## src/sv/vnu_pkg.sv

```systemverilog
`timescale 1ns / 1ps
package vnu_pkg;

  localparam int COMP_W    = 32;  // width of one vector component
  localparam int NUM_COMP  = 3;   // x, y, z
  localparam int SQ_W      = 64;  // squared length
  localparam int ROOT_W    = 32;  // floor square root of SQ_W bits
  localparam int SREM_W    = 34;  // square-root partial remainder
  localparam int DEF_OUT_FRAC_BITS = 30;

  // Sideband carried along the square-root chain.
  typedef struct packed {
    logic [NUM_COMP-1:0][COMP_W-1:0] mag;
    logic [NUM_COMP-1:0]             neg;
    logic                            zero;
  } side_t;

endpackage

```

## src/sv/vnu_div_cell.sv

```systemverilog
`timescale 1ns / 1ps
module vnu_div_cell #(
  parameter int QB = vnu_pkg::DEF_OUT_FRAC_BITS + 1
) (
  input  logic                        clk,
  input  logic                        en,
  input  logic [vnu_pkg::ROOT_W-1:0]  rem_i,
  input  logic                        bit_i,
  input  logic [QB-1:0]               q_i,
  input  logic [vnu_pkg::ROOT_W-1:0]  len_i,
  input  logic                        neg_i,
  output logic [vnu_pkg::ROOT_W-1:0]  rem_o,
  output logic [QB-1:0]               q_o,
  output logic [vnu_pkg::ROOT_W-1:0]  len_o,
  output logic                        neg_o
);
  import vnu_pkg::*;

  logic [ROOT_W:0] t;
  logic            ge;

  // One restoring quotient bit.
  always_comb begin
    t  = {rem_i, bit_i};
    ge = (t >= {1'b0, len_i});
  end

  always_ff @(posedge clk) begin
    if (en) begin
      rem_o <= ge ? ROOT_W'(t - {1'b0, len_i}) : ROOT_W'(t);
      q_o   <= {q_i[QB-2:0], ge};
      len_o <= len_i;
      neg_o <= neg_i;
    end
  end

endmodule

```

## config.mk

```make
export PLATFORM = sky130hd
export DESIGN_NAME = vnu_div_cell
export DESIGN_NICKNAME = d
export VERILOG_FILES = /design/src/sv/vnu_pkg.sv /design/src/sv/vnu_div_cell.sv
export SDC_FILE = /design/constraint.sdc
export NUM_CORES = 1
export LEC_CHECK = 0
export ABC_AREA = 0
export BUFFER_PORTS_ARGS = -buffer_cell sky130_fd_sc_hd__buf_4
export CAP_MARGIN = 25
export CORE_ASPECT_RATIO = 1.2
export CORE_MARGIN = 2
export CORE_UTILIZATION = 50
export DETAILED_ROUTE_END_ITERATION = 7
export PLACE_DENSITY = 0.81
export SYNTH_ARGS = -nofsm -noshare
export SYNTH_HDL_FRONTEND = slang
export SYNTH_SLANG_ARGS = --single-unit
```

## constraint.sdc

```tcl
create_clock -name clk -period 3.32 [get_ports clk]
set_input_delay 0.664 -clock clk [delete_from_list [all_inputs] [get_ports clk]]
set_output_delay 0.664 -clock clk [all_outputs]
set_load 0.01 [all_outputs]
```

Word-level counts from Yosys, hierarchy flattened
Cells that the tools add are included.
{"block": "op_classes", "mux": 1, "add_sub_neg": 1, "n_lt_le_gt_ge": 1}
{"operator": ">= comparator 33 x 32 -> 1 bit", "count": 1}
{"operator": "2-to-1 mux 32 bit", "count": 1}
{"operator": "subtractor 32 bit", "count": 1}
{"block": "totals", "reg_bits": 96, "elab_cells": 7, "output_inout_bits": 96, "inputBits": 99}

Depth between registers and ports, before layout
Gate-level depths: netlist (run 1).
{"block": "logic_depth", "word_depth": 2, "depth_mapped": 13, "mapped_depth_nobuf": 11}

Worst setup path after synthesis (run 1)
Ideal clock, no wire load.
{"block": "synth_path", "kind": "in2reg", "from": "in len_i[23] (netlist bit)", "to": "reg rem_o[14] (netlist bit), data pin", "t_arrival_ps": 2756, "stages": 11, "required_ps": 3060, "setup_slack_ps": 304, "path_buffers": 2, "setup_ps": 260, "cell_sequence": "inv_1 -> ha_1 -> buf_6 -> and3_1 -> o21a_1 -> a311oi_2 -> o21ai_1 -> or3b_1 -> o21a_1 -> buf_6 -> mux2_4"}
{"block": "synth_between", "elab_chain_len": 2}
{"element": "start: declaration", "line": "vnu_div_cell.sv:10", "rtl": "input logic [vnu_pkg::ROOT_W-1:0] len_i,"}
{"element": ">= comparator 33 x 32 -> 1 bit", "line": "vnu_div_cell.sv:25", "rtl": "ge = (t >= {1'b0, len_i});"}
{"element": "2-to-1 mux 32 bit", "line": "vnu_div_cell.sv:30", "rtl": "rem_o <= ge ? ROOT_W'(t - {1'b0, len_i}) : ROOT_W'(t);"}
{"element": "end signal: assignment", "line": "vnu_div_cell.sv:30"}
{"element": "end: declaration", "line": "vnu_div_cell.sv:12", "rtl": "output logic [vnu_pkg::ROOT_W-1:0] rem_o,"}
Every way passes these cells.
A chain may end at the register's enable or synchronous reset.

Worst setup path after layout (run 1)
{"block": "layout_path", "from": "in bit_i", "to": "reg rem_o[30] (netlist bit), data pin"}
{"block": "layout_between", "elab_chain_len": 2, "elab_cells_between_ends": 3, "classes_between": "1 x add/sub; 1 x order compare; 1 x mux"}
{"element": "start: declaration", "line": "vnu_div_cell.sv:8", "rtl": "input logic bit_i,"}
{"element": "subtractor 32 bit or >= comparator 33 x 32 -> 1 bit (tied branches)", "line": "vnu_div_cell.sv:30, vnu_div_cell.sv:25"}
{"element": "2-to-1 mux 32 bit (*)", "line": "vnu_div_cell.sv:30"}
Mark *: on every way between the ends. The rest lies on a longest branch, timed or not.

==> results.txt, run 1 <==
worst rel slew slack: 62.5%
Post-synth EDFFs: 96
post-route ant nets: 0
CP startpoint kind: input pin
Req. time, crit path: 3.41 ns
Slew @ Worst Pin: 0.563 ns
Logic pwr share: 27.0%
Pwr per Cell Area: 481 mW/mm^2
Seq pwr share: 44.2%
chip height: 116 um
area grow syn2layout: 38.5%
total core area: 0.0101 mm^2
I/O Pins: 195
die width: 97.2 um
Layout Nets: 799
fin util: 71.8%
Most used DFF post-synth: edfxtp_1
Synth Register Bits: 96
Multi-input gate area: 0.00204 mm^2
kind of critical path: in2reg
outcome: finished, final reports clean
clock power share: 28.8%
post-CTS setup buffer count: 0
Hold Worst Slack: 0.493 ns
Root Driver: clkbuf_16
RSZ-0062 raised after global routing: no
Int Pwr: 0.00250 W
Setup Viol. Count Final: 0
Max FO, Critical Path: 6
Vias: 4217
fin crit share: 91.5%
post-synth top area share: 55.3%
syn nets: 587
Syn. warnings: 0
sequential area share after synthesis: 55.3%
Area contributors post-synth: edfxtp_1 (55%), ha_1 (7.7%), a21oi_1 (5.2%), inv_1 (3.3%), xnor2_1 (2.7%)
drt initial violations: 190
CTS resizes: 0
Net Sw Power: 0.000973 W
largest net degree at the start of global routing: 56
min-delay src: q_i[1]
# fillers: 699
Initial Util: 51.8%
FF+latch area: 0.00288 mm^2
via/cell ratio: 5.28
switching fraction of total power: 28.0%
Peak VDD IR: 325 uV
Overflow after GRT: 0
fraction of layout cells with a size suffix above 1: 37.1%
number of diodes: 0
Avg WL per Cell: 15.8 um
CTS tree: built
Post-synth top cells: edfxtp_1 (96), a21oi_1 (54), inv_1 (46)
final worst path period need: 3.04 ns
fin. max-slew vios: 0
first-pass GRT wire length: 19.7 mm
HPWL Detailed: 9.90 mm
vias in the first global route: 4130
clock slew at the register clock pins of the worst setup and hold paths: 0.07 ns
synthesized area: 0.00521 mm^2
Min-Delay Endpoint: q_o[2]
H-tree Lvls: 3
drt pass-1 iters: 6
die area: 0.0113 mm^2
Post-Syn Instances: 455
hold depth: 1
critical path's slowest cell: o31ai_1
# DRC: 0
clk buf depth: 2
cts-stage hold buffer count: 0
most common cell in the netlist: edfxtp_1
LEAKAGE: 3.26 nW
class of the worst hold path: in2reg
CP Capture Type: register
DRT Wirelength: 12.6 mm
Tot GR Track Use: 22.1%
maxcap violations: 0
RePlAce Congestion: 0.884
Rows: 40
Unique masters post-synth: 49
leading area contributor after synthesis: edfxtp_1
initial antenna violation count: 0
Final Hold Vio Count: 0
Avg Inst Size Synth: 11.5 um^2
ys async rst share: 0%
CP Cell Sequence: buf_4 -> inv_1 -> ha_1 -> fa_1 -> nor2b_1 -> o2111ai_1 -> a21oi_1 -> o31ai_1 -> a21oi_2 -> buf_4 -> a211oi_1 -> xnor2_1 -> mux2_4
fmax: 329 MHz
Inserted Clock Buffers: 9
most used cell, CP: buf_4
CP peak stage delay: 0.47 ns
Worst EP arrival: 3.13 ns
IO Port Bufs: 193
clock sinks: 96
==> worst max-delay path, delay by kind of cell <==
kind                       cells  cell delay (ns)
AOI/OAI and AO/OA              5             1.27
and+or+nand+nor                1             0.08
adders and majority gates      2             0.40
muxes                          1             0.26
buffers and inverters          3             0.34
xor gates and xnor gates       1             0.11
==> worst max-delay path by stage <==
stage / startpoint / endpoint / slack [ns] / cells after the start
after detailed placement: bit_i / rem_o[30] / -0.08 / 13
after CTS: bit_i / rem_o[30] / 0.27 / 13
after floorplan: len_i[23] / rem_o[14] / 0.30 / 11
final: bit_i / rem_o[30] / 0.28 / 13
after global routing: rem_i[22] / rem_o[31] / 0.06 / 10
after global placement: rem_i[11] / rem_o[31] / -0.004 / 10
==> sequential cells by signal, indices dropped and copies added, names as in the netlist <==
register	flops
len_o	32
rem_o	32
q_o	31
neg_o	1
==> power groups by stage <==
stage	clock network, W	registers (W)	logic (W)
after global routing	0.00107	0.00155	0.00102
after floorplan	0	0.00163	0.000418
after detailed placement	0	0.00156	0.000933
after CTS	0.00102	0.00154	0.000941
final	0.00100	0.00153	0.000936
after global placement	0	0.00156	0.000912
==> metal layers <==
metal | vias to the layer above | GRT usage [%] | routed length (um)
li1 | 2085 | - | -
met5 | - | 0 | 0
met2 | 154 | 40.2 | 6520
met3 | 21 | 5.97 | 790
met4 | 0 | 6.85 | 218
met1 | 1957 | 25.7 | 5120
==> layout make-up <==
cell class | count | area share, %
Sequential cell | 96 | 39.9
Inverter | 46 | 2.39
Clock inverter | 7 | 0.849
Timing Repair Buffer | 218 | 23.2
Tap cell | 126 | 2.18
Multi-Input combinational cell | 296 | 28.3
Clock buffer | 9 | 3.12
==> layout by cell type, fill, tap and decap left out, types with 4 or more instances in the layout <==
master,Yosys,final
a21o_1,8,8
a21oi_1,54,54
buf_4,1,215
clkbuf_16,0,9
edfxtp_1,96,96
ha_1,32,32
inv_1,46,46
mux2_4,8,8
nand2_1,24,24
nand2b_1,7,7
nand3_1,8,8
nand4_1,8,8
nor2_1,37,37
o21a_1,6,5
o21ai_0,17,17
o21ai_1,4,4
o21bai_1,5,5
o31ai_1,7,7
xnor2_1,16,16
xor2_1,10,10
==> logic make-up (layout without fill, tap and decap cells) <==
kind of cell             count (synthesis)  count (layout)  synth area share (%)
adder cells (fa/ha/maj)                 33              33                  8.07
buffers and inverters                   63             280                  5.45
multiplexers                            10              10                  2.69
flip-flops                              96              96                  55.3
XOR/XNOR                                26              26                  4.37
AO/OA/AOI/OAI                          120             120                  14.0
AND/OR/NAND/NOR                        107             107                  10.0
==> stage by stage <==
step                      total power [W]  setup TNS [ns]  cells  instance area [um^2]  setup WS [ns]
after global routing              0.00364               0    798                  7220         0.0647
after floorplan                   0.00205               0    455                  5210          0.304
after global placement            0.00247        -0.00363    782                  6930       -0.00363
after detailed placement          0.00249          -0.139    782                  6930        -0.0792
after CTS                         0.00350               0    798                  7220          0.274
final                             0.00347               0    798                  7220          0.281
Note: power is estimated with default switching activity, not from simulation.
==> inputs of run 2 (changes only) <==
- REMOVE_ABC_BUFFERS: not set -> 1
==> results.txt, run 2 (synthesized netlist as in run 1, its figures left out) <==
outcome: finished, final reports clean
# DRC: 0 (unchanged)
total power: 0.00349 W (+0.53%)
Pwr per Cell Area: 481 mW/mm^2 (about the same)
commonest non-fill, non-tap cell in the layout: buf_4
Worst EP arrival: 3.23 ns (+0.10 ns)
die width: 97.2 um (unchanged)
Final Hold Vio Count: 0 (unchanged)
Req. time, crit path: 3.42 ns (about the same)
CP peak stage delay: 0.42 ns (-0.05 ns)
CP startpoint kind: input pin
final worst path period need: 3.13 ns (+0.0914 ns)
Max FO, Critical Path: 7 (+1)
worst setup margin: 0.189 ns (-0.0914 ns)
CTS tree: built
setup tns final: 0 ns (unchanged)
number of diodes: 0 (unchanged)
clk buf depth: 2 (unchanged)
Worst Path Buf+Inv: 2 (-1)
H-tree Lvls: 3 (unchanged)
total core area: 0.0101 mm^2 (unchanged)
I/O Pins: 195 (unchanged)
Peak VDD IR: 251 uV (-23%)
clock sinks: 96 (unchanged)
HPWL Detailed: 10.2 mm (+3.0%)
Initial Util: 51.8% (unchanged)
# fillers: 681 (-2.6%)
Post-DP Area: 0.00697 mm^2 (+0.51%)
Layout Nets: 802 (+0.38%)
Tot GR Track Use: 22.9% (+0.79 points)
Finished Cell Area: 0.00726 mm^2 (+0.57%)
die area: 0.0113 mm^2 (unchanged)
Inserted Clock Buffers: 9 (unchanged)
Slew @ Worst Pin: 0.530 ns (-0.0326 ns)
fin. max-slew vios: 0 (unchanged)
pre-CTS setup slack: -0.115 ns (-0.0360 ns)
Overflow after GRT: 0 (unchanged)
initial antenna violation count: 0 (unchanged)
most used cell, CP: a21oi_2
drt pass-1 iters: 5 (-1)
Vias: 4308 (+2.2%)
first-pass GRT wire length: 20.7 mm (+4.8%)
fmax: 319 MHz (-2.9%)
post-route ant nets: 0 (unchanged)
Setup Viol. Count Final: 0 (unchanged)
area grow syn2layout: 39.3%
cell family with the largest share of critical-path delay: compound AO/OA/AOI/OAI gates
chip height: 116 um (unchanged)
CP Cell Sequence: buf_4 -> inv_1 -> ha_1 -> fa_1 -> nor2b_1 -> o2111ai_1 -> a21oi_2 -> o31ai_1 -> a21oi_2 -> a21oi_1 -> nand4b_1 -> mux2_4
maxcap violations: 0 (unchanged)
CP Capture Type: register
IO Port Bufs: 193 (unchanged)
kind of critical path: in2reg
drt initial violations: 201 (+5.8%)
vias in the first global route: 4368 (+5.8%)
fraction of layout cells with a size suffix above 1: 37.5% (+0.43 points)
clock slew at the register clock pins of the worst setup and hold paths: 0.07 ns (about the same)
most frequent cells in the layout: buf_4 (217), edfxtp_1 (96), a21oi_1 (53)
critical path's slowest cell: fa_1
worst rel slew slack: 64.3% (+1.9 points)
fin crit share: 94.3% (+2.8 points)
RSZ-0062 raised after global routing: no
fin util: 72.2% (+0.41 points)
RePlAce Congestion: 0.861 (-2.5%)
class of the worst hold path: in2reg
largest net degree at the start of global routing: 58 (+3.6%)
Avg WL per Cell: 16.5 um (+4.2%)
DRT Wirelength: 13.2 mm (+4.6%)
Root Driver: clkbuf_16
via/cell ratio: 5.38 (+1.8%)
Rows: 40 (unchanged)
Top Registers: len_o: 32 flops, rem_o: 32 flops, q_o: 31 flops
LEAKAGE: 3.28 nW (+0.66%)
==> run 2: cell types whose count changed in the layout (fill, tap and decap cells not counted) <==
cell | before | now
buf_4 | 215 | 217
a2111oi_0 | 3 | 2
a2111oi_1 | 1 | 2
a21oi_1 | 54 | 53
a21oi_2 | 1 | 2
buf_12 | 3 | 4
clkinv_4 | 1 | 2
clkinvlp_4 | 1 | 0
==> run 2: repair_timing <==
| action | CTS | global route |
|---|---|---|
| resized for setup | 0 | 2 |
| endpoints found under the hold margin | 0 | 0 |
| endpoints found under the setup margin | 0 | 2 |
| setup buffers | 0 | 0 |
| hold buffers | 0 | 0 |
==> run 2: routing by layer <==
metal | share of wire (%) | global-route usage, %
met4 | 2.1 | 8.64
met3 | 7.2 | 5.31
met5 | 0 | 0
met1 | 40 | 27.6
met2 | 51 | 40.4
==> run 2: path summary, 6_finish.rpt <==
path,startpoint,to,cells after the start
min,q_i[17],q_o[18],1
max,bit_i,rem_o[24],12
==> run 2: power breakdown <==
part | total [W] | leakage [nW] | internal (W) | switching (W)
sequential | 0.00154 | 0.940 | 0.00150 | 0.0000398
clock | 0.00100 | 0.144 | 0.000525 | 0.000478
combinational | 0.000949 | 2.19 | 0.000486 | 0.000464
==> run 2: area by class of cell <==
cell class	instances	area (um^2)	share of cell area, %
Sequential cell	96	2880	39.7
Multi-Input combinational cell	296	2050	28.2
Clock buffer	9	225	3.10
Inverter	46	173	2.38
Timing Repair Buffer	221	1710	23.5
Tap cell	126	158	2.17
Clock inverter	7	62.6	0.862
==> run 2: metrics by stage <==
stage | hold WS (ns) | instances
6_report | 0.495 | 801
4_1_cts | 0.487 | 801
3_5_place_dp | 0.843 | 785
3_3_place_gp | 0.842 | 785
5_1_grt | 0.475 | 801
2_1_floorplan | 0.763 | 438
==> inputs of run 3 (changes only) <==
- clock period: 3.32 -> 3.2 ns (I/O delays scaled with it)
==> results.txt, run 3 (synthesized netlist as in run 1, its figures left out) <==
# DRC: 0 (unchanged)
Setup Viol. Count Final: 0 (unchanged)
Initial Util: 51.8% (unchanged)
fin. max-slew vios: 0 (unchanged)
Top Registers: len_o: 32 flops, rem_o: 32 flops, q_o: 31 flops
outcome: finished, final reports clean
area grow syn2layout: 42.8%
worst rel slew slack: 65.1% (+0.72 points)
die area: 0.0113 mm^2 (unchanged)
CTS tree: built
HPWL Detailed: 10.3 mm (+0.82%)
Worst Path Buf+Inv: 3 (+1)
Req. time, crit path: 3.29 ns (-0.13 ns)
clock sinks: 96 (unchanged)
min-delay src: q_i[19]
cts-stage hold buffer count: 0 (unchanged)
total core area: 0.0101 mm^2 (unchanged)
fin crit share: 94.9%
cell family with the largest share of critical-path delay: compound AO/OA/AOI/OAI gates
CP startpoint kind: input pin
most used cell, CP: buf_4
Max FO, Critical Path: 21 (+14)
first-pass GRT wire length: 20.6 mm (about the same)
RSZ-0062 raised after global routing: no
fraction of layout cells with a size suffix above 1: 39.4% (+1.9 points)
vias in the first global route: 4338 (-0.69%)
Worst EP arrival: 3.13 ns (-0.10 ns)
setup tns final: 0 ns (unchanged)
Peak VDD IR: 324 uV (+29%)
commonest non-fill, non-tap cell in the layout: buf_4
Inserted Clock Buffers: 9 (unchanged)
kind of critical path: in2reg
IO Port Bufs: 193 (unchanged)
maxcap violations: 0 (unchanged)
Vias: 4417 (+2.5%)
Overflow after GRT: 0 (unchanged)
Tot GR Track Use: 23.0% (+0.049 points)
clock slew at the register clock pins of the worst setup and hold paths: 0.07 ns (about the same)
drt initial violations: 189 (-6.0%)
Avg WL per Cell: 16.2 um (-2.1%)
hold depth: 1 (unchanged)
worst setup margin: 0.163 ns (-0.0258 ns)
Slew @ Worst Pin: 0.524 ns (-0.00628 ns)
initial antenna violation count: 0 (unchanged)
clk buf depth: 2 (unchanged)
chip height: 116 um (unchanged)
Min-Delay Endpoint: q_o[20]
via/cell ratio: 5.36 (-0.33%)
CP peak stage delay: 0.39 ns (-0.03 ns)
CP Capture Type: register
Final Hold Vio Count: 0 (unchanged)
largest net degree at the start of global routing: 59 (+1.7%)
I/O Pins: 195 (unchanged)
DRT Wirelength: 13.3 mm (+0.74%)
LEAKAGE: 3.39 nW (+3.5%)
number of diodes: 0 (unchanged)
Pwr per Cell Area: 501 mW/mm^2 (+4.3%)
drt pass-1 iters: 5 (unchanged)
Root Driver: clkbuf_16
Layout Nets: 825 (+2.9%)
die width: 97.2 um (unchanged)
H-tree Lvls: 3 (unchanged)
Rows: 40 (unchanged)
CP Cell Sequence: buf_4 -> ha_1 -> and3_1 -> o21a_1 -> a311oi_2 -> o21ai_1 -> or3b_1 -> o21a_2 -> buf_12 -> buf_4 -> nor2_1 -> a21oi_1
CTS resizes: 0 (unchanged)
most frequent cells in the layout: buf_4 (241), edfxtp_1 (96), a21oi_1 (54)
final worst path period need: 3.04 ns
post-route ant nets: 0 (unchanged)
critical path's slowest cell: ha_1
class of the worst hold path: in2reg
RePlAce Congestion: 0.851 (-1.2%)
fmax: 329 MHz
pre-CTS setup slack: -0.153 ns (-0.0377 ns)
post-CTS setup buffer count: 0 (unchanged)
==> run 3: changes by cell type in the layout (fill, tap and decap cells not counted) <==
| cell | delta |
|---|---|
| a21oi_2 | -1 |
| a2111oi_0 | +1 |
| a2111oi_1 | -1 |
| inv_6 | -1 |
| buf_12 | -1 |
| buf_4 | +24 |
| clkinv_4 | +1 |
| bufinv_16 | +1 |
| a21oi_1 | +1 |
| clkinv_2 | -1 |
==> run 3: final cells by class <==
type	count	area (um^2)
fill	690	2620
clock inverter	7	87.6
timing repair buffer	244	1870
tap	126	158
inverter	46	173
clock buffer	9	225
sequential	96	2880
multi-input combinational	296	2040
==> run 3: routing by layer <==
metal | wire, um | part of all wire (%) | vias up | track usage [%]
li1 | - | - | 2138 | -
met1 | 5190 | 39 | 2064 | 27.1
met2 | 6960 | 52 | 188 | 41.9
met3 | 868 | 6.5 | 27 | 3.98
met4 | 309 | 2.3 | 0 | 9.39
met5 | 0 | 0 | - | 0
==> run 3: worst max-delay path by stage <==
stage	from	end	slack [ns]	cells after the start
after floorplan	len_i[23]	rem_o[3]	-0.57	9
after global placement	rem_i[22]	rem_o[14]	-0.08	10
after detailed placement	rem_i[22]	rem_o[0]	-0.15	12
after CTS	rem_i[22]	rem_o[0]	0.18	12
after global routing	len_i[2]	rem_o[31]	0.02	11
final	rem_i[22]	rem_o[0]	0.16	12
==> run 3: report_power, final <==
part | switching [W] | internal (W) | leakage, nW
logic | 0.000494 | 0.000533 | 2.30
clock network | 0.000487 | 0.000624 | 0.154
registers | 0.0000383 | 0.00155 | 0.940
total | 0.00102 | 0.00271 | 3.39
==> run 3: per-stage QoR <==
stage | std cells | utilization, % | cell area, um^2 | hold WS, ns | total power (W)
after floorplan | 438 | - | 5100 | 0.739 | 0.00211
after global placement | 808 | 70.8 | 7130 | 0.818 | 0.00260
after detailed placement | 808 | 70.8 | 7130 | 0.819 | 0.00264
after CTS | 824 | 74.0 | 7440 | 0.464 | 0.00375
after global routing | 824 | 74.0 | 7440 | 0.458 | 0.00390
final | 824 | 74.0 | 7440 | 0.471 | 0.00373
