===== src/sv/vnu_pkg.sv =====
`timescale 1ns / 1ps
package vnu_pkg;

  localparam int COMP_W    = 32;  // width of one vector component
  localparam int NUM_COMP  = 3;   // x, y, z
  localparam int SQ_W      = 64;  // squared length
  localparam int ROOT_W    = 32;  // floor square root of SQ_W bits
  localparam int SREM_W    = 34;  // square-root partial remainder
  localparam int DEF_OUT_FRAC_BITS = 30;

  // Sideband carried along the square-root chain.
  typedef struct packed {
    logic [NUM_COMP-1:0][COMP_W-1:0] mag;
    logic [NUM_COMP-1:0]             neg;
    logic                            zero;
  } side_t;

endpackage


===== src/sv/vnu_sqrt_cell.sv =====
`timescale 1ns / 1ps
module vnu_sqrt_cell (
  input  logic                        clk,
  input  logic                        en,
  input  logic [vnu_pkg::SQ_W-1:0]    rad_i,
  input  logic [vnu_pkg::SREM_W-1:0]  rem_i,
  input  logic [vnu_pkg::ROOT_W-1:0]  root_i,
  input  vnu_pkg::side_t              side_i,
  output logic [vnu_pkg::SQ_W-1:0]    rad_o,
  output logic [vnu_pkg::SREM_W-1:0]  rem_o,
  output logic [vnu_pkg::ROOT_W-1:0]  root_o,
  output vnu_pkg::side_t              side_o
);
  import vnu_pkg::*;

  logic [SREM_W+1:0] trial;
  logic [SREM_W+1:0] test;
  logic              ge;

  // One root bit: bring down the next two radicand bits, try 4r+1.
  always_comb begin
    trial = {rem_i, rad_i[SQ_W-1 -: 2]};
    test  = {2'b00, root_i, 2'b01};
    ge    = (trial >= test);
  end

  always_ff @(posedge clk) begin
    if (en) begin
      rad_o  <= {rad_i[SQ_W-3:0], 2'b00};
      rem_o  <= ge ? SREM_W'(trial - test) : SREM_W'(trial);
      root_o <= {root_i[ROOT_W-2:0], ge};
      side_o <= side_i;
    end
  end

endmodule


===== config.mk =====
export PLATFORM = sky130hd
export DESIGN_NAME = vnu_sqrt_cell
export DESIGN_NICKNAME = d
export VERILOG_FILES = /design/src/sv/vnu_pkg.sv /design/src/sv/vnu_sqrt_cell.sv
export SDC_FILE = /design/constraint.sdc
export NUM_CORES = 1
export LEC_CHECK = 0
export ABC_CLOCK_PERIOD_IN_PS = 4900
export BUFFER_PORTS_ARGS = -buffer_cell sky130_fd_sc_hd__buf_4
export CAP_MARGIN = 40
export CORE_AREA = 2 2 182 184
export CTS_CLUSTER_SIZE = 28
export DETAILED_ROUTE_END_ITERATION = 12
export DIE_AREA = 0 0 184 186
export GPL_ROUTABILITY_DRIVEN = 0
export PLACE_DENSITY = 0.56
export SLEW_MARGIN = 25
export SYNTH_ARGS = -nofsm -noshare
export SYNTH_HDL_FRONTEND = slang
export SYNTH_SLANG_ARGS = --single-unit

===== constraint.sdc =====
create_clock -name clk -period 4.9 [get_ports clk]
set_input_delay 0.245 -clock clk [delete_from_list [all_inputs] [get_ports clk]]
set_output_delay 0.245 -clock clk [all_outputs]
set_load 0.05 [all_outputs]

After elaboration in Yosys (flattened, before gate mapping)
Index checks and enable logic that the tools add are counted.
Storage, ports and cells
  latch bits: 0
  register bits after elaboration: 228
  ROM bits: 0
  memories: 0
  output and inout port bits: 230
  memory bits (writable): 0
  word-level logic and storage cells: 11
Operators by class
  divide/modulo/power cells: 0
  shift operators: 0
  $lt $le $gt $ge: 1
  reduce and logical (&&, ||, !) cells: 0
  bitwise logic cells: 0
  multipliers: 0
  muxes and demuxes: 1
  equal/unequal tests: 0
  add/subtract/negate cells: 1
Operator list (count)
  $ge 36x34->1: 1
  $mux 34: 1
  $sub 34x34->34: 1

Logic depth before layout (Yosys ltp)
Gate-level depths: netlist of run 1.
  depth in word-level cells: 2
  gate-level depth with buffers: 13
  gate-level depth less buffers: 10

Worst setup path before layout of run 1
OpenSTA, ideal clock, no wires.
  kind: input port to flip-flop
  start point: input root_i[9] (netlist bit)
  end point: register rem_o[27] (netlist bit), data pin
  data arrival time: 2227 ps
  slack: 2412 ps
  buffers on the path: 0
  stages on the path: 10
  setup time: 260 ps
  path through: inv_1 > ha_1 > a21o_1 > a31o_1 > a211oi_4 > o211ai_2 > a21bo_2 > mux2i_1 > o221ai_1 > mux2_4
Between the ends
  cells in the longest elaborated chain, start to end: 2
  elaborated cells between the ends (all ways): 3
RTL lines
  start: declaration: RTL line vnu_sqrt_cell.sv:7  | input logic [vnu_pkg::ROOT_W-1:0] root_i,
  $sub 34x34->34 or $ge 36x34->1 (tied branches): RTL line vnu_sqrt_cell.sv:30, vnu_sqrt_cell.sv:24
  $mux 34 (*): RTL line vnu_sqrt_cell.sv:30  | rem_o <= ge ? SREM_W'(trial - test) : SREM_W'(trial);
  end signal: assignment: RTL line vnu_sqrt_cell.sv:30
  end: declaration: RTL line vnu_sqrt_cell.sv:10  | output logic [vnu_pkg::SREM_W-1:0] rem_o,
Mark *: on every way between the ends. The rest lies on a longest branch, timed or not.
A chain may end at the register's enable or synchronous reset.

Final worst setup path of run 1
  start point: input rem_i[7] (netlist bit)
  end point: register rem_o[7] (netlist bit), data pin
Between the ends
  cells in the longest elaborated chain, start to end: 2
RTL lines
  start: declaration: RTL line vnu_sqrt_cell.sv:6  | input logic [vnu_pkg::SREM_W-1:0] rem_i,
  $ge 36x34->1: RTL line vnu_sqrt_cell.sv:24  | ge = (trial >= test);
  $mux 34: RTL line vnu_sqrt_cell.sv:30
No other way between the ends.

==> run_results.csv, run 1 <==
group,metric,value,unit
layout,fin_nets,1560,
synthesis,syn_inst,607,
synthesis,synth-main-ff-cell,"edfxtp_1",
clock_network,cts_made_buffers,27,
synthesis,synth_area,0.00932,mm^2
die,start_util,28.9,%
timing,slew_viol_final,0,
placed_design,portBuffers,459,
run,maxCapViolations,0,
synthesis,yosysSeqAreaShare,73.5,%
global_routing,grt_pass1_vias,7674,
min_path,min_path_cells,3,
clock_network,clockBufferDepth,3,
global_routing,grt_pass1_wl,45700,um
die,die_h,186,um
global_routing,grt_start_max_net_pins,108,
drt,routedWlPerCell,19.1,um
clock_network,hold_buffers,211,
layout,area_delta_synth_final,73.2,%
timing,finalHoldViolCount,0,
layout,final_common_cell,"buf_4",
clock_network,clk_pin_slew,60,ps
timing,fin_tns_setup,0,ps
clock_network,cts-root-buf,"clkbuf_16",
synthesis,ys_warn_count,0,
clock_network,post_cts.repair.setup_buffers,0,
timing,worst_pin_slew,820,ps
worst_setup_path,critical_path_required,5160,ps
worst_setup_path,endpoint_kind,"register",
pwr,powerDensity,363,mW/mm^2
min_path,holdPathEnd,"rem_o[21]$_DFFE_PP_",
timing,maxClockFrequency,0.292,GHz
drt,vias,7688,
clock_network,htree_levels,1,
clock_network,tritoncts,"built",
die,pin_count,462,
min_path,min_from,"rem_i[19]",
timing,period_needed,3430,ps
synthesis,syn-mean-instance-area,15.4,um^2
worst_setup_path,crit_fanout,34,
timing,period_share,69.9,%
timing,rsz0062_at_grt,"false",
worst_setup_path,cp.arrival,3690,ps
timing,setup_violations,0,
layout,mostFrequentLayoutCells,"buf_4, edfxtp_1, dlygate4sd3_1",
drt,route.antenna.remaining_nets,0,
drt,vias_per_cell,4.47,
clock_network,cts_sinks,228,
layout,drive_above_1_share,39.9,%
clock_network,cts-resized-gates,0,
worst_setup_path,path_class,"input pin to register",
drt,routed_wl,32800,um
layout,fillers,2772,
global_routing,overflow,0,
drt,first_iter_violations,374,
layout,fin_area,0.0161,mm^2
global_routing,grt_util_all_layers,17.9,%
placed_design,dpl_cell_area,0.0132,mm^2
worst_setup_path,cp-start-kind,"input pin",
run_status,status,"finished, final reports clean",
die,die_area,0.0342,mm^2
timing,relSlewSlack,45.3,%
pwr,power.leakage,0.00691,uW
drt,drt_drc_violations_left,0,
die,die_w,184,um
global_routing,antenna_found_initial,2,
synthesis,synthArstFlopShare,0,%
pwr,peakVddDrop,0.230,mV
die,core,0.0322,mm^2
synthesis,ys_ff_latch,228,
die,num_rows,66,
synthesis,synth-edff-count,228,
synthesis,synth.distinct_cells,62,
min_path,hp-class,"input pin to register",
placed_design,place_hpwl,23600,um
drt,first_pass_iters,4,
[state kept, by name (all words and copies together) (netlist names)]
signal	flops
side_o	100
rad_o	62
rem_o	34
root_o	32
[per-layer routing]
metal	global-route usage [%]	part of all wire (%)	vias to the layer above
met1	20.7	39	3678
met5	0	0.037	-
li1	-	-	3663
met2	31.9	51	293
met3	5.01	7.8	52
met4	5.79	2.5	2
[stage by stage]
stage	utilization, %	total power (uW)	setup slack, ps	instances	hold slack [ps]
4_1_cts	50.1	5920	1430	1718	0.888
2_1_floorplan	-	3350	2410	608	344
5_1_grt	50.1	6090	1210	1719	11.5
3_5_place_dp	41.1	3910	1450	1462	424
6_report	50.1	5860	1470	1719	27.1
3_3_place_gp	41.1	3910	1520	1462	423
[kinds of logic after synthesis]
logic type	Yosys count	share of synthesized area, %
buf+inv	59	2.77
xor+xnor	27	2.54
flops	228	73.5
mux	5	0.591
compound gates	133	10.0
fa+ha+maj	34	4.57
other cells	1	0.0402
simple gates	120	6.02
[final cells by class]
cell class	count	area (um^2)	area share (%)
sequential	228	6850	42.4
timing repair buffer	673	5600	34.7
multi-input combinational	321	2220	13.7
clock buffer	32	694	4.30
tap	408	510	3.16
inverter	43	163	1.01
clock inverter	13	101	0.628
antenna	1	2.50	0.0155
[worst max-delay path, cell delays in order]
cell,delay (ps)
dlygate4sd3_1,550
buf_4,150
ha_1,400
a21o_1,250
o41ai_2,330
o211ai_1,240
a211oi_1,310
o21a_2,570
buf_4,450
o21ai_0,170
[report_power, final]
group          internal, uW  total, uW  switching [uW]
sequential             2360       2410            53.9
combinational           575       1600            1030
clock                  1060       1840             780
[cell usage after synthesis, drive strengths merged, types with 2 or more instances]
cell type,instances,area [um^2]
mux2i,4,40.0
nor2,18,67.6
xor2,13,114
xnor2,14,123
o21ai,46,234
o31ai,5,42.5
o221ai,2,17.5
a21o,20,151
clkbuf,7,38.8
inv,42,158
edfxtp,228,6850
nand3,6,30.0
nor3,10,50.1
and3,5,35.0
ha,34,425
o211ai,3,27.5
nand2b,5,31.3
a31oi,5,46.3
o31a,2,17.5
and2,5,33.8
o21a,3,22.5
a211oi,2,27.5
buf,9,56.3
nand4,7,50.1
a31o,2,17.5
o41ai,3,48.8
nand2,58,218
a21oi,28,140
a21boi,2,15.0
[worst max-delay path by stage]
stage | start | to | slack, ps | cells after the start
6_report | rem_i[7] | rem_o[7]$_DFFE_PP_ | 1470 | 10
5_1_grt | rem_i[15] | rem_o[7]$_DFFE_PP_ | 1210 | 11
2_1_floorplan | root_i[9] | rem_o[27]$_DFFE_PP_ | 2410 | 10
3_5_place_dp | rem_i[15] | rem_o[13]$_DFFE_PP_ | 1450 | 10
4_1_cts | rem_i[15] | rem_o[7]$_DFFE_PP_ | 1430 | 11
3_3_place_gp | rem_i[15] | rem_o[30]$_DFFE_PP_ | 1520 | 10
No activity file was read; power rests on OpenSTA's default activity.
==> run 2, diff against run 1 <==
--- a/config.mk
+++ b/config.mk
@@ -5,15 +5,15 @@
 export SDC_FILE = /design/constraint.sdc
 export NUM_CORES = 1
 export LEC_CHECK = 0
-export ABC_CLOCK_PERIOD_IN_PS = 4900
+export ABC_CLOCK_PERIOD_IN_PS = 3300
 export BUFFER_PORTS_ARGS = -buffer_cell sky130_fd_sc_hd__buf_4
 export CAP_MARGIN = 40
-export CORE_AREA = 2 2 182 184
+export CORE_AREA = 2 2 179 181
 export CTS_CLUSTER_SIZE = 28
 export DETAILED_ROUTE_END_ITERATION = 12
-export DIE_AREA = 0 0 184 186
+export DIE_AREA = 0 0 181 183
 export GPL_ROUTABILITY_DRIVEN = 0
-export PLACE_DENSITY = 0.56
+export PLACE_DENSITY = 0.57
 export SLEW_MARGIN = 25
 export SYNTH_ARGS = -nofsm -noshare
 export SYNTH_HDL_FRONTEND = slang
==> constraint.sdc (replaced) <==
create_clock -name clk -period 3.3 [get_ports clk]
set_input_delay 0.165 -clock clk [delete_from_list [all_inputs] [get_ports clk]]
set_output_delay 0.165 -clock clk [all_outputs]
set_load 0.05 [all_outputs]
==> run_results.csv, run 2 (synthesis results as in run 1) <==
group,metric,value,unit
run_status,status,"finished, final reports clean",
pwr,peakVddDrop,0.322,mV
worst_setup_path,cp-start-kind,"input pin",
layout,drive_above_1_share,39.5,%
clock_network,htree_levels,1,
placed_design,portBuffers,459,
clock_network,clockBufferDepth,3,
worst_setup_path,cp_cell_sequence,"dlygate4sd3_1 -> buf_4 -> ha_1 -> nand4_2 -> nor4_1 -> nand2_1 -> o311ai_1 -> a211oi_1 -> o21a_2 -> buf_4 -> o41ai_2",
worst_setup_path,crit_slowest_cell,"dlygate4sd3_1",
global_routing,grt_start_max_net_pins,87,
layout,multi_input_area,0.00222,mm^2
worst_setup_path,crit_fanout,28,
clock_network,tritoncts,"built",
timing,setup_violations,0,
drt,vias_per_cell,4.55,
die,die_w,181,um
worst_setup_path,critical_path_required,3650,ps
timing,rsz0062_at_grt,"false",
worst_setup_path,critPathTopFamily,"compound AO/OA/AOI/OAI gates",
drt,first_iter_violations,417,
clock_network,cts_sinks,228,
worst_setup_path,cp.arrival,3220,ps
drt,drt_drc_violations_left,0,
clock_network,cts-root-buf,"clkbuf_16",
pwr,powerDensity,544,mW/mm^2
timing,maxClockFrequency,0.349,GHz
die,die_area,0.0331,mm^2
timing,period_share,86.9,%
worst_setup_path,endpoint_kind,"register",
global_routing,grt_pass1_vias,8053,
clock_network,clk_pin_slew,60,ps
worst_setup_path,cp_num_cells,11,
die,pin_count,462,
layout,reg_top3,"side_o: 100 flops, rad_o: 62 flops, rem_o: 34 flops",
drt,routedWlPerCell,19.4,um
die,start_util,29.8,%
timing,fin_tns_setup,0,ps
layout,fin_nets,1574,
layout,fillers,2655,
global_routing,antenna_found_initial,1,
placed_design,place_hpwl,24000,um
die,die_h,183,um
worst_setup_path,critPathBufInv,3,
drt,routed_wl,33600,um
worst_setup_path,cpMostUsedCell,"buf_4",
placed_design,pre_cts_ws,414,ps
die,num_rows,65,
drt,vias,7867,
run,maxCapViolations,0,
timing,relSlewSlack,55.3,%
pwr,power.leakage,0.00699,uW
timing,layout_setup_ws,431,ps
layout,seqCellArea,0.00685,mm^2
layout,mostFrequentLayoutCells,"buf_4, edfxtp_1, dlygate4sd3_1",
worst_setup_path,path_class,"input pin to register",
worst_setup_path,max_stage_delay,550,ps
clock_network,post_cts.repair.setup_buffers,0,
min_path,min_from,"rad_i[63]",
drt,route.antenna.remaining_nets,0,
global_routing,grt_pass1_wl,49700,um
layout,final_common_cell,"buf_4",
layout,largest_register,"side_o",
timing,finalHoldViolCount,0,
global_routing,grt_util_all_layers,19.6,%
clock_network,cts_made_buffers,26,
timing,worst_pin_slew,670,ps
die,core,0.0312,mm^2
min_path,hp-class,"input pin to register",
drt,first_pass_iters,6,
layout,largest_register_ffs,100,
timing,period_needed,2870,ps
timing,slew_viol_final,0,
min_path,min_path_cells,3,
worst_setup_path,critPathLaunch,"rem_i[10]",
layout,area_delta_synth_final,75.3,%
global_routing,overflow,0,
[run 2: changes by cell type in the layout (fill, tap and decap cells not counted)]
cell / before / now
clkinvlp_4: 1 / 3
inv_6: 2 / 0
clkinv_2: 7 / 4
clkinv_1: 2 / 8
clkbuf_1: 5 / 1
bufinv_16: 1 / 3
buf_4: 460 / 461
buf_12: 1 / 2
dlygate4sd3_1: 211 / 224
[run 2: layer usage]
metal	part of all wire [%]	vias to the layer above	track usage, %
met4	2.4	0	5.11
li1	-	3686	-
met1	38	3821	22.8
met3	7.5	55	5.20
met2	52	305	35.8
met5	0	-	0
[run 2: repair_timing]
action / 4_1_cts / 5_1_grt
endpoints found under the hold margin: 224 / 0
hold buffers: 224 / 0
resized for setup: 0 / 0
[run 2: power by group]
part / internal, uW / switching, uW
logic: 868 / 1540
clock network: 1710 / 1180
registers: 3500 / 84.6
total: 6080 / 2800
[run 2: per-stage QoR]
stage,std cells,utilization (%),total power (uW),instance area (um^2),hold slack (ps)
floorplan,608,-,4970,9320,264
global placement,1458,42.4,5800,13200,343
detailed placement,1458,42.4,5820,13200,344
CTS,1728,52.3,8960,16300,18.6
global route,1728,52.3,9220,16300,35.7
finish,1729,52.3,8880,16300,39.6
[run 2: area by class of cell]
type                       instances  share of cell area [%]
antenna                            1                  0.0153
clock buffer                      28                    4.16
clock inverter                    18                    1.02
inverter                          43                   0.996
multi-input combinational        321                    13.6
sequential                       228                    41.9
tap                              402                    3.08
timing repair buffer             688                    35.2
[run 2: final timing paths]
| check | end |
|---|---|
| setup / recovery | rem_o[33]$_DFFE_PP_ |
| hold / removal | rem_o[1]$_DFFE_PP_ |
[run 2: worst min-delay path, stage by stage]
cell     delay (ps)
buf_4            90
inv_1            50
mux2i_1         120
==> run 3, diff against run 2 <==
--- a/config.mk
+++ b/config.mk
@@ -5,13 +5,14 @@
 export SDC_FILE = /design/constraint.sdc
 export NUM_CORES = 1
 export LEC_CHECK = 0
-export ABC_CLOCK_PERIOD_IN_PS = 3300
+export ABC_CLOCK_PERIOD_IN_PS = 3000
 export BUFFER_PORTS_ARGS = -buffer_cell sky130_fd_sc_hd__buf_4
 export CAP_MARGIN = 40
-export CORE_AREA = 2 2 179 181
+export CORE_AREA = 2 2 180 182
+export CTS_BUF_LIST = sky130_fd_sc_hd__clkbuf_8
 export CTS_CLUSTER_SIZE = 28
 export DETAILED_ROUTE_END_ITERATION = 12
-export DIE_AREA = 0 0 181 183
+export DIE_AREA = 0 0 182 184
 export GPL_ROUTABILITY_DRIVEN = 0
 export PLACE_DENSITY = 0.57
 export SLEW_MARGIN = 25
==> constraint.sdc (replaced) <==
create_clock -name clk -period 3 [get_ports clk]
set_input_delay 0.15 -clock clk [delete_from_list [all_inputs] [get_ports clk]]
set_output_delay 0.15 -clock clk [all_outputs]
set_load 0.05 [all_outputs]
==> run_results.csv, run 3 (synthesis results as in run 1) <==
group,metric,value,unit
run_status,status,"finished, final reports clean",
worst_setup_path,critPathTopFamily,"compound AO/OA/AOI/OAI gates",
global_routing,overflow,0,
placed_design,dpl_cell_area,0.0133,mm^2
global_routing,grt_pass1_wl,47900,um
layout,drive_above_1_share,40.3,%
drt,routedWlPerCell,18.7,um
clock_network,cts_made_buffers,42,
timing,period_share,93.5,%
placed_design,portBuffers,459,
layout,fin_util,52.1,%
die,core,0.0314,mm^2
clock_network,post_cts.repair.setup_buffers,0,
timing,rsz0062_at_grt,"false",
timing,period_needed,2800,ps
clock_network,htree_levels,2,
clock_network,clockBufferDepth,3,
die,die_area,0.0335,mm^2
timing,slew_viol_final,0,
clock_network,cts-root-buf,"clkbuf_8",
worst_setup_path,max_stage_delay,530,ps
global_routing,grt_start_max_net_pins,74,
layout,largest_register,"side_o",
worst_setup_path,crit_fanout,6,
layout,area_delta_synth_final,75.6,%
layout,mostFrequentLayoutCells,"buf_4, edfxtp_1, dlygate4sd3_1",
placed_design,dp.cells,1464,
die,die_w,182,um
drt,first_iter_violations,372,
layout,fin_nets,1599,
layout,fin_area,0.0164,mm^2
die,start_util,29.7,%
worst_setup_path,critPathBufInv,2,
layout,reg_top3,"side_o: 100 flops, rad_o: 62 flops, rem_o: 34 flops",
pwr,peakVddDrop,0.299,mV
timing,setup_violations,0,
worst_setup_path,cp.arrival,3080,ps
drt,vias,7874,
drt,drt_drc_violations_left,0,
pwr,power.leakage,0.00707,uW
clock_network,clk_pin_slew,60,ps
die,die_h,184,um
layout,layout.cells.non_filler,1767,
clock_network,tritoncts,"built",
clock_network,cts_sinks,228,
die,pin_count,462,
timing,hold_ws,89.8,ps
global_routing,grt_pass1_vias,8118,
worst_setup_path,crit_slowest_cell,"dlygate4sd3_1",
placed_design,place_hpwl,23600,um
timing,fin_tns_setup,0,ps
min_path,min_path_cells,1,
min_path,holdPathEnd,"side_o[88]$_DFFE_PP_",
timing,relSlewSlack,62.7,%
drt,first_pass_iters,4,
timing,worst_pin_slew,553,ps
pwr,powerDensity,578,mW/mm^2
die,num_rows,65,
worst_setup_path,cp-start-kind,"input pin",
drt,routed_wl,33100,um
worst_setup_path,endpoint_kind,"register",
timing,maxClockFrequency,0.357,GHz
min_path,hp-class,"input pin to register",
global_routing,antenna_found_initial,1,
layout,largest_register_ffs,100,
worst_setup_path,path_class,"input pin to register",
min_path,min_from,"en",
drt,route.antenna.remaining_nets,0,
global_routing,grt_util_all_layers,18.8,%
run,maxCapViolations,0,
worst_setup_path,cp_cell_sequence,"dlygate4sd3_1 -> buf_4 -> ha_1 -> a21o_1 -> or3_1 -> o21a_1 -> a311oi_2 -> o21ai_2 -> a31oi_4 -> mux2i_1 -> a31o_1",
layout,final_common_cell,"buf_4",
worst_setup_path,critical_path_required,3280,ps
timing,finalHoldViolCount,0,
drt,vias_per_cell,4.46,
==> run 3: how the worst max path moves through the flow <==
stage               from                   to  slack (ps)  cells after the start
3_3_place_gp    rem_i[3]  rem_o[26]$_DFFE_PP_         220                     10
2_1_floorplan  root_i[9]  rem_o[27]$_DFFE_PP_         610                     10
4_1_cts        rem_i[13]  rem_o[33]$_DFFE_PP_         230                     11
5_1_grt         rem_i[9]  rem_o[29]$_DFFE_PP_          50                     11
6_report        rem_i[3]  rem_o[26]$_DFFE_PP_         200                     11
3_5_place_dp    rem_i[7]  rem_o[27]$_DFFE_PP_         220                      9
==> run 3: area by class of cell <==
cell class	instances	area [um^2]
fill	2698	15000
timing repair buffer	697	5850
antenna	2	5.00
inverter	43	163
tap	402	503
clock buffer	43	592
sequential	228	6850
multi-input combinational	321	2220
clock inverter	31	190
==> run 3: power breakdown <==
| group | internal (uW) | leakage, uW | total [uW] | switching (uW) |
|---|---|---|---|---|
| Combinational | 966 | 0.00440 | 2650 | 1690 |
| Sequential | 3850 | 0.00223 | 3950 | 90.8 |
| Clock | 1510 | 0.000440 | 2850 | 1340 |
==> run 3: repair_timing <==
item / CTS / global route
setup endpoints to repair: 0 / 0
hold buffers: 227 / 0
gates resized for setup: 0 / 0
endpoints found under the hold margin: 227 / 0
==> run 3: per-stage QoR <==
step | power [uW] | setup WS [ps]
final | 9450 | 196
after global routing | 9850 | 52.2
after CTS | 9560 | 227
after detailed placement | 6410 | 221
after global placement | 6390 | 223
after floorplan | 5460 | 607
==> run 3: per-layer routing <==
| metal | routed length (um) | global-route usage (%) | up-vias | share of wire [%] |
|---|---|---|---|---|
| met5 | 0 | 0 | - | 0 |
| met4 | 1030 | 7.16 | 0 | 3.1 |
| met3 | 2300 | 5.23 | 66 | 6.9 |
| met2 | 16800 | 33.5 | 301 | 51 |
| met1 | 12900 | 21.5 | 3765 | 39 |
| li1 | - | - | 3742 | - |
